File: src/hdl/lcd_scanline_mode_timer_macros.svh
// Assertion macros shared by the LCD scanline timer RTL.
// Depends on nothing; define NO_ASSERTIONS to compile the checks away.
`ifndef LCD_SCANLINE_MODE_TIMER_MACROS_SVH
`define LCD_SCANLINE_MODE_TIMER_MACROS_SVH

`ifndef NO_ASSERTIONS

// Same-cycle implication, checked outside reset
`define LST_ASSERT_IMPL(lbl, clk, rst_n, ante, cons, msg) \
    lbl: assert property (@(posedge clk) disable iff (!rst_n) (ante) |-> (cons)) \
        else $error(msg);

// Next-cycle implication, checked outside reset
`define LST_ASSERT_NEXT(lbl, clk, rst_n, ante, cons, msg) \
    lbl: assert property (@(posedge clk) disable iff (!rst_n) (ante) |=> (cons)) \
        else $error(msg);

`else

`define LST_ASSERT_IMPL(lbl, clk, rst_n, ante, cons, msg)
`define LST_ASSERT_NEXT(lbl, clk, rst_n, ante, cons, msg)

`endif

`endif

File: src/hdl/lcdsmt_pkg.sv
// Package for the LCD scanline timer: constants, register indexes, mode codes
// and the result beat type. No dependencies.
`timescale 1ns / 1ps

package lcdsmt_pkg;

    localparam int LINE_CYCLES_DEF   = 456;
    localparam int VISIBLE_LINES_DEF = 144;

    localparam int CYCLES_W  = 9;
    localparam int LINE_W    = 8;
    localparam int MODE_W    = 2;
    localparam int ELAPSED_W = 8;
    localparam int CFG_IDX_W = 3;
    localparam int CFG_DATA_W = 8;
    localparam int IN_TDATA_W  = 8;
    localparam int OUT_TDATA_W = 16;

    localparam int MODE2_CYCLES = 80;
    localparam int MODE3_CYCLES = 172;
    localparam logic [LINE_W-1:0] LAST_LINE   = 8'd153;
    localparam logic [LINE_W-1:0] PARKED_LINE = 8'hFF;

    // Configuration register indexes
    localparam logic [CFG_IDX_W-1:0] REG_DISPLAY_ENABLE   = 3'd0;
    localparam logic [CFG_IDX_W-1:0] REG_LINE_COMPARE     = 3'd1;
    localparam logic [CFG_IDX_W-1:0] REG_HBLANK_IRQ_EN    = 3'd2;
    localparam logic [CFG_IDX_W-1:0] REG_VBLANK_IRQ_EN    = 3'd3;
    localparam logic [CFG_IDX_W-1:0] REG_OAM_IRQ_EN       = 3'd4;
    localparam logic [CFG_IDX_W-1:0] REG_COINCIDENCE_IRQ_EN = 3'd5;

    // LCD modes
    localparam logic [MODE_W-1:0] MODE_HBLANK   = 2'd0;
    localparam logic [MODE_W-1:0] MODE_VBLANK   = 2'd1;
    localparam logic [MODE_W-1:0] MODE_OAM      = 2'd2;
    localparam logic [MODE_W-1:0] MODE_TRANSFER = 2'd3;

    typedef struct packed {
        logic              draw_line;
        logic              vblank_irq;
        logic              stat_irq;
        logic              coincidence_flag;
        logic [MODE_W-1:0] lcd_mode;
        logic [LINE_W-1:0] current_line;
    } t_result;

endpackage

File: src/hdl/lcd_scanline_mode_timer.sv
// LCD scanline and mode timer, top level.
// Depends on lcdsmt_pkg and lcd_scanline_mode_timer_macros.svh.
`timescale 1ns / 1ps
`include "lcd_scanline_mode_timer_macros.svh"

// Takes one beat per CPU step carrying its cycle count and returns one status
// beat per step: line counter, LCD mode, coincidence flag and the status,
// vblank and draw requests. One beat is accepted every clock while s_axis_tready
// is high; its result is registered in the output or skid register. Rate is set
// by the single registered update of the countdown/line state, which each step
// reads and rewrites. A two-entry output buffer (output register plus skid
// register) keeps input acceptance going while a result waits; s_axis_tready
// drops only when both are full. Configuration writes take effect at the next
// clock edge and should be made only while no step is in flight.
module lcd_scanline_mode_timer #(
    parameter int LINE_CYCLES   = lcdsmt_pkg::LINE_CYCLES_DEF,
    parameter int VISIBLE_LINES = lcdsmt_pkg::VISIBLE_LINES_DEF
) (
    input  logic                                 i_clk,
    input  logic                                 i_rst_n,
    // config write port
    input  logic                                 i_cfg_we,
    input  logic [lcdsmt_pkg::CFG_IDX_W-1:0]     i_cfg_idx,
    input  logic [lcdsmt_pkg::CFG_DATA_W-1:0]    i_cfg_data,
    // step beats
    input  logic                                 s_axis_tvalid,
    output logic                                 s_axis_tready,
    input  logic [lcdsmt_pkg::IN_TDATA_W-1:0]    s_axis_tdata,  // [7:0] elapsed_cycles
    // status beats
    output logic                                 m_axis_tvalid,
    input  logic                                 m_axis_tready,
    // [7:0] current_line, [9:8] lcd_mode, [10] coincidence_flag, [11] stat_irq,
    // [12] vblank_irq, [13] draw_line, [15:14] zero
    output logic [lcdsmt_pkg::OUT_TDATA_W-1:0]   m_axis_tdata
);

    import lcdsmt_pkg::*;

    localparam logic [CYCLES_W-1:0] RELOAD     = CYCLES_W'(LINE_CYCLES);
    localparam logic [CYCLES_W-1:0] SCAN_EDGE  = CYCLES_W'(LINE_CYCLES - MODE2_CYCLES);
    localparam logic [CYCLES_W-1:0] XFER_START =
        CYCLES_W'(LINE_CYCLES - MODE2_CYCLES - MODE3_CYCLES);
    localparam logic [LINE_W-1:0]   VIS_LINES  = LINE_W'(VISIBLE_LINES);

    // configuration
    logic              r_display_enable;
    logic [LINE_W-1:0] r_line_compare;
    logic              r_hblank_irq_en;
    logic              r_vblank_irq_en;
    logic              r_oam_irq_en;
    logic              r_coin_irq_en;

    // timing state
    logic [CYCLES_W-1:0] r_cycles_left, n_cycles_left;
    logic [LINE_W-1:0]   r_line, n_line;
    logic [MODE_W-1:0]   r_mode, n_mode;
    logic                r_match, n_match;

    // output buffer
    t_result r_out, r_skid, n_result;
    logic    r_out_valid, r_skid_valid;

    logic                 in_accept;
    logic                 out_take;
    logic [ELAPSED_W-1:0] elapsed;
    logic [MODE_W-1:0]    sel_mode;
    logic                 mode_irq_en;
    logic [LINE_W-1:0]    line_inc;

    assign s_axis_tready = !r_skid_valid;
    assign in_accept     = s_axis_tvalid && s_axis_tready;
    assign out_take      = r_out_valid && m_axis_tready;
    assign elapsed       = s_axis_tdata[ELAPSED_W-1:0];
    assign line_inc      = r_line + LINE_W'(1);

    always_comb begin
        if (r_line >= VIS_LINES) begin
            sel_mode = MODE_VBLANK;
        end else if (r_cycles_left >= SCAN_EDGE) begin
            sel_mode = MODE_OAM;
        end else if (r_cycles_left >= XFER_START) begin
            sel_mode = MODE_TRANSFER;
        end else begin
            sel_mode = MODE_HBLANK;
        end
    end

    always_comb begin
        case (sel_mode)
            MODE_HBLANK: mode_irq_en = r_hblank_irq_en;
            MODE_VBLANK: mode_irq_en = r_vblank_irq_en;
            MODE_OAM:    mode_irq_en = r_oam_irq_en;
            default:     mode_irq_en = 1'b0;
        endcase
    end

    always_comb begin
        n_cycles_left = r_cycles_left;
        n_line        = r_line;
        n_mode        = r_mode;
        n_match       = r_match;
        n_result      = '0;
        if (!r_display_enable) begin
            // display off holds the timing anchored at the top of the frame
            n_cycles_left = RELOAD;
            n_line        = '0;
            n_mode        = MODE_VBLANK;
        end else begin
            n_mode  = sel_mode;
            n_match = (r_line == r_line_compare);
            n_result.stat_irq = ((sel_mode != r_mode) && mode_irq_en) ||
                                (n_match && r_coin_irq_en);
            if ({1'b0, elapsed} >= r_cycles_left) begin
                // line end: leftover cycles are dropped
                n_cycles_left = RELOAD;
                n_line        = line_inc;
                if (line_inc == VIS_LINES) begin
                    n_result.vblank_irq = 1'b1;
                end else if (line_inc > LAST_LINE) begin
                    n_line = PARKED_LINE;
                end else if (line_inc < VIS_LINES) begin
                    n_result.draw_line = 1'b1;
                end
            end else begin
                n_cycles_left = r_cycles_left - {1'b0, elapsed};
            end
        end
        n_result.current_line     = n_line;
        n_result.lcd_mode         = n_mode;
        n_result.coincidence_flag = n_match;
    end

    always_ff @(posedge i_clk) begin
        if (!i_rst_n) begin
            r_display_enable <= 1'b0;
            r_line_compare   <= '0;
            r_hblank_irq_en  <= 1'b0;
            r_vblank_irq_en  <= 1'b0;
            r_oam_irq_en     <= 1'b0;
            r_coin_irq_en    <= 1'b0;
        end else if (i_cfg_we) begin
            case (i_cfg_idx)
                REG_DISPLAY_ENABLE:     r_display_enable <= i_cfg_data[0];
                REG_LINE_COMPARE:       r_line_compare   <= i_cfg_data[LINE_W-1:0];
                REG_HBLANK_IRQ_EN:      r_hblank_irq_en  <= i_cfg_data[0];
                REG_VBLANK_IRQ_EN:      r_vblank_irq_en  <= i_cfg_data[0];
                REG_OAM_IRQ_EN:         r_oam_irq_en     <= i_cfg_data[0];
                REG_COINCIDENCE_IRQ_EN: r_coin_irq_en    <= i_cfg_data[0];
                default: ;
            endcase
        end
    end

    always_ff @(posedge i_clk) begin
        if (!i_rst_n) begin
            r_cycles_left <= RELOAD;
            r_line        <= '0;
            r_mode        <= MODE_HBLANK;
            r_match       <= 1'b0;
        end else if (in_accept) begin
            r_cycles_left <= n_cycles_left;
            r_line        <= n_line;
            r_mode        <= n_mode;
            r_match       <= n_match;
        end
    end

    // output register with skid stage behind it
    always_ff @(posedge i_clk) begin
        if (!i_rst_n) begin
            r_out_valid  <= 1'b0;
            r_skid_valid <= 1'b0;
        end else if (out_take) begin
            if (r_skid_valid) begin
                r_skid_valid <= 1'b0;
            end else begin
                r_out_valid <= in_accept;
            end
        end else if (in_accept) begin
            if (r_out_valid) begin
                r_skid_valid <= 1'b1;
            end else begin
                r_out_valid <= 1'b1;
            end
        end
    end

    always_ff @(posedge i_clk) begin
        if (out_take) begin
            if (r_skid_valid) begin
                r_out <= r_skid;
            end else if (in_accept) begin
                r_out <= n_result;
            end
        end else if (in_accept) begin
            if (r_out_valid) begin
                r_skid <= n_result;
            end else begin
                r_out <= n_result;
            end
        end
    end

    assign m_axis_tvalid = r_out_valid;
    assign m_axis_tdata  = {(OUT_TDATA_W - $bits(t_result))'(0), r_out};

    `LST_ASSERT_IMPL(a_skid_behind_out, i_clk, i_rst_n, r_skid_valid, r_out_valid,
        "skid beat without output beat")
    `LST_ASSERT_IMPL(a_countdown_range, i_clk, i_rst_n, 1'b1,
        (r_cycles_left != '0) && (r_cycles_left <= RELOAD), "line countdown out of range")
    `LST_ASSERT_IMPL(a_line_range, i_clk, i_rst_n, 1'b1,
        (r_line <= LAST_LINE) || (r_line == PARKED_LINE) || (r_line == VIS_LINES),
        "line counter out of range")
    `LST_ASSERT_NEXT(a_display_off_anchor, i_clk, i_rst_n, in_accept && !r_display_enable,
        (r_line == '0) && (r_mode == MODE_VBLANK) && (r_cycles_left == RELOAD),
        "display off did not anchor timing")
    `LST_ASSERT_IMPL(a_vblank_draw_excl, i_clk, i_rst_n, r_out_valid,
        !(r_out.vblank_irq && r_out.draw_line), "vblank and draw requested together")

endmodule

File: config.mk
export PLATFORM = sky130hd
export DESIGN_NAME = lcd_scanline_mode_timer
export DESIGN_NICKNAME = d
export VERILOG_FILES = /design/src/hdl/lcdsmt_pkg.sv /design/src/hdl/lcd_scanline_mode_timer.sv
export VERILOG_INCLUDE_DIRS = /design/src /design/src/hdl
export SDC_FILE = /design/constraint.sdc
export NUM_CORES = 1
export LEC_CHECK = 0
export BUFFER_PORTS_ARGS = -buffer_cell sky130_fd_sc_hd__buf_2
export CAP_MARGIN = 20
export CORE_UTILIZATION = 50
export CTS_BUF_LIST = sky130_fd_sc_hd__clkbuf_2
export DETAILED_ROUTE_END_ITERATION = 8
export PLACE_DENSITY = 0.7
export SETUP_SLACK_MARGIN = 0.02
export SLEW_MARGIN = 20
export SYNTH_ARGS = -nofsm -noshare
export SYNTH_HDL_FRONTEND = slang
export SYNTH_SLANG_ARGS = --single-unit
File: constraint.sdc
create_clock -name i_clk -period 3.7 [get_ports i_clk]
set_clock_uncertainty 0.2 [all_clocks]
set_input_delay 0.37 -clock i_clk [delete_from_list [all_inputs] [get_ports i_clk]]
set_output_delay 0.37 -clock i_clk [all_outputs]
set_load 0.1 [all_outputs]
==> results.cfg <==
[clock_tree]
cts_tree = built
ctsResizeCount = 0
clk_latency_ns = 0.51
clock_sinks = 63
cts_buffers = 9
clockBufferDepth = 2
h-tree-depth = 3
root_buffer = clkbuf_2
cts_setup_buffers = 0
clk_pin_slew_ns = 0.21

[setup_path]
cpPeakStageDelay_ns = 0.59
endpoint_kind = flop
cp_slowest_cell = nor2_1
cp_cell_sequence = ha_1 > o21ai_0 > o21a_1 > nor2_1 > and2_1 > o21ai_0 > o31ai_1
worstSetupStartpointType = flop
crit_type = flop to flop
critPathArrivalTime_ns = 3.24
cp_data_required_time_ns = 3.84
critPathBufInv = 0
path_max_fanout = 13
critPathTopFamily = simple AND/OR/NAND/NOR gates
cp_common_cell = o21ai_0

[sta]
slew_viol_final = 0
max_freq_ghz = 0.3223
period_minus_slack_ns = 3.102
worst_pin_slew_ns = 0.9016
hold_viol = 0
rsz0062_at_grt = no
setup_violations = 0
setup_slack_ns = 0.5975
slew_headroom = 0.3967
tns_ns = 0
min_period_over_period = 0.8385

[die]
die_w_um = 87.78
core_area_um2 = 6944
start_util = 0.5297
die_h_um = 87.78
die-area_um2 = 7704
rows = 30
io_pins = 42

[global_routing]
grt_pass1_wl_um = 14010
grt-ovfl-total = 0
antenna_found_initial = 0
grt_max_degree = 33
gr-usage-met2 = 0.3925
gr-usage-met3 = 0.04147
track_usage = 0.2390
grt.busiest_layer = met2
grt_pass1_vias = 2920
use_met1 = 0.3122

[cells_and_area]
fill_cells = 615
postLayoutCellArea_um2 = 4189
antennaDiodeCount = 0
final_nets = 474
drive_above_1_share = 0.1828
areaGrowthSynthToFinish_pct = 13.88

[route]
post_drt_wl_per_cell_um = 15.89
ant_nets = 0
drt_iter0_drc = 197
num_vias = 3095
wl_um = 8566
drtPass1Iterations = 4
viasPerCell = 5.742
drcViolationCount = 0

[placed_design]
routabilityCongestion = 0.9088
port_buffers = 39
dpl.hpwl_um = 6099
postPlaceCellArea_um2 = 3940
post-place-ws_ns = 0.5715

[synth]
synth.top_cell.area_share = 0.2286
synth_area_leader_cell = edfxtp_1
synth_cell_type_count = 64
ys_warn_count = 0
syn_area_um2 = 3679
syn_inst = 391
ys_ff_latch = 63
synth_edf_count = 28
synthArstFlopShare = 0
synth_area_leaders = edfxtp_1 (23%), dfxtp_1 (19%), ha_1 (3.7%)
synth-seq-area-share = 0.4190
synth_flop_cell = dfxtp_1
syn_area_per_cell_um2 = 9.408

[pwr]
power_uw = 1501
powerDensity_nw_per_um2 = 358.4
vdd_drop_max_v = 0.0001713
p_leak_uw = 0.001627

[flow_run]
cap_violations = 0

[worst_hold_path]
hold_path_class = input port to flop

[run_status]
outcome = complete, no violations
==> cells in the final DEF (no fill, tap or decap), types with 12 or more instances in the layout <==
master    instances
buf_2            39
dfxtp_1          35
nand2_1          34
nor2_1           30
edfxtp_1         28
a21oi_1          26
inv_1            23
nor2b_1          21
o21ai_0          16
xnor2_1          15
mux2i_1          12
==> worst reg2reg max path: cells and delay by family, from the launching register on <==
family,cells,cell delay (ns)
compound gates,4,0.86
fa+ha+maj,1,0.37
simple gates,2,1.12
flops,1,0.38
==> final timing paths <==
path / from / to / slack (ns) / cells after the start
worst max register to register: r_cycles_left[6]$_SDFFE_PN1P_ / m_axis_tdata[3]$_DFFE_PP_ / 0.60 / 7
worst min register to register: r_mode[1]$_SDFFE_PN0P_ / r_mode[1]$_SDFFE_PN0P_ / 0.32 / 2
worst max-delay path: r_cycles_left[6]$_SDFFE_PN1P_ / m_axis_tdata[3]$_DFFE_PP_ / 0.60 / 7
worst min-delay path: m_axis_tready / m_axis_tvalid$_SDFFE_PN0P_ / 0.05 / 4
==> synthesized netlist by cell type (4+ instances only) <==
cell / count
nand2_1: 34
o21a_1: 6
o221a_2: 5
xnor2_1: 15
nand3_1: 11
a21boi_0: 5
a21o_1: 4
o31ai_1: 4
nor3_1: 7
o21ai_0: 16
edfxtp_1: 28
clkbuf_1: 14
nor2_1: 30
mux2i_1: 12
and3_1: 5
a21oi_1: 26
dfxtp_1: 35
ha_1: 11
mux2_2: 5
inv_1: 23
nand4_1: 6
nor2b_1: 21
==> per-layer routing <==
| metal | vias to the layer above | part of all wire |
|---|---|---|
| met3 | 17 | 0.040 |
| met4 | 0 | 0.019 |
| met1 | 1481 | 0.47 |
| met5 | - | 0 |
| met2 | 75 | 0.47 |
| li1 | 1522 | - |
==> where the power goes <==
group          switching, uW  leakage [uW]  internal [uW]
Combinational            163      0.000993           63.1
Sequential              11.0      0.000546            746
Clock                    284     0.0000875            233
==> cell families after synthesis <==
family          synth area share
other cells             0.001019
xor+xnor                 0.03810
buf+inv                  0.05408
mux                      0.05102
fa+ha+maj                0.04286
simple gates              0.1908
flops                     0.4190
compound gates            0.2031
==> layout make-up <==
cell class                      instances  area (um2)  area share
Multi-Input combinational cell        285        1948      0.4651
Sequential cell                        63        1541      0.3680
Timing Repair Buffer                   55       340.3     0.08124
Tap cell                               96       120.1     0.02867
Clock inverter                          7       103.9     0.02479
Inverter                               24       90.09     0.02151
Clock buffer                            9       45.04     0.01075
==> timing repair <==
action                                  in CTS  in global routing
endpoints found under the setup margin       0                  0
endpoints found under the hold margin       14                  0
hold buffers                                10                  0
==> sequential cells by signal, summed over array words and instances, names as in the netlist, 2 cells and up <==
signal          count
m_axis_tdata       14
r_skid             14
r_cycles_left       9
r_line              8
r_line_compare      8
r_mode              2
==> per-stage QoR <==
stage,utilization,cells,hold slack [ns]
3_5_place_dp,0.5674,513,0.2992
6_report,0.6032,539,0.04589
4_1_cts,0.6032,539,0.01611
5_1_grt,0.6032,539,0.03152
3_3_place_gp,0.5674,513,0.2844
2_1_floorplan,-,392,0.2652
(Power assumes the default switching activity.)
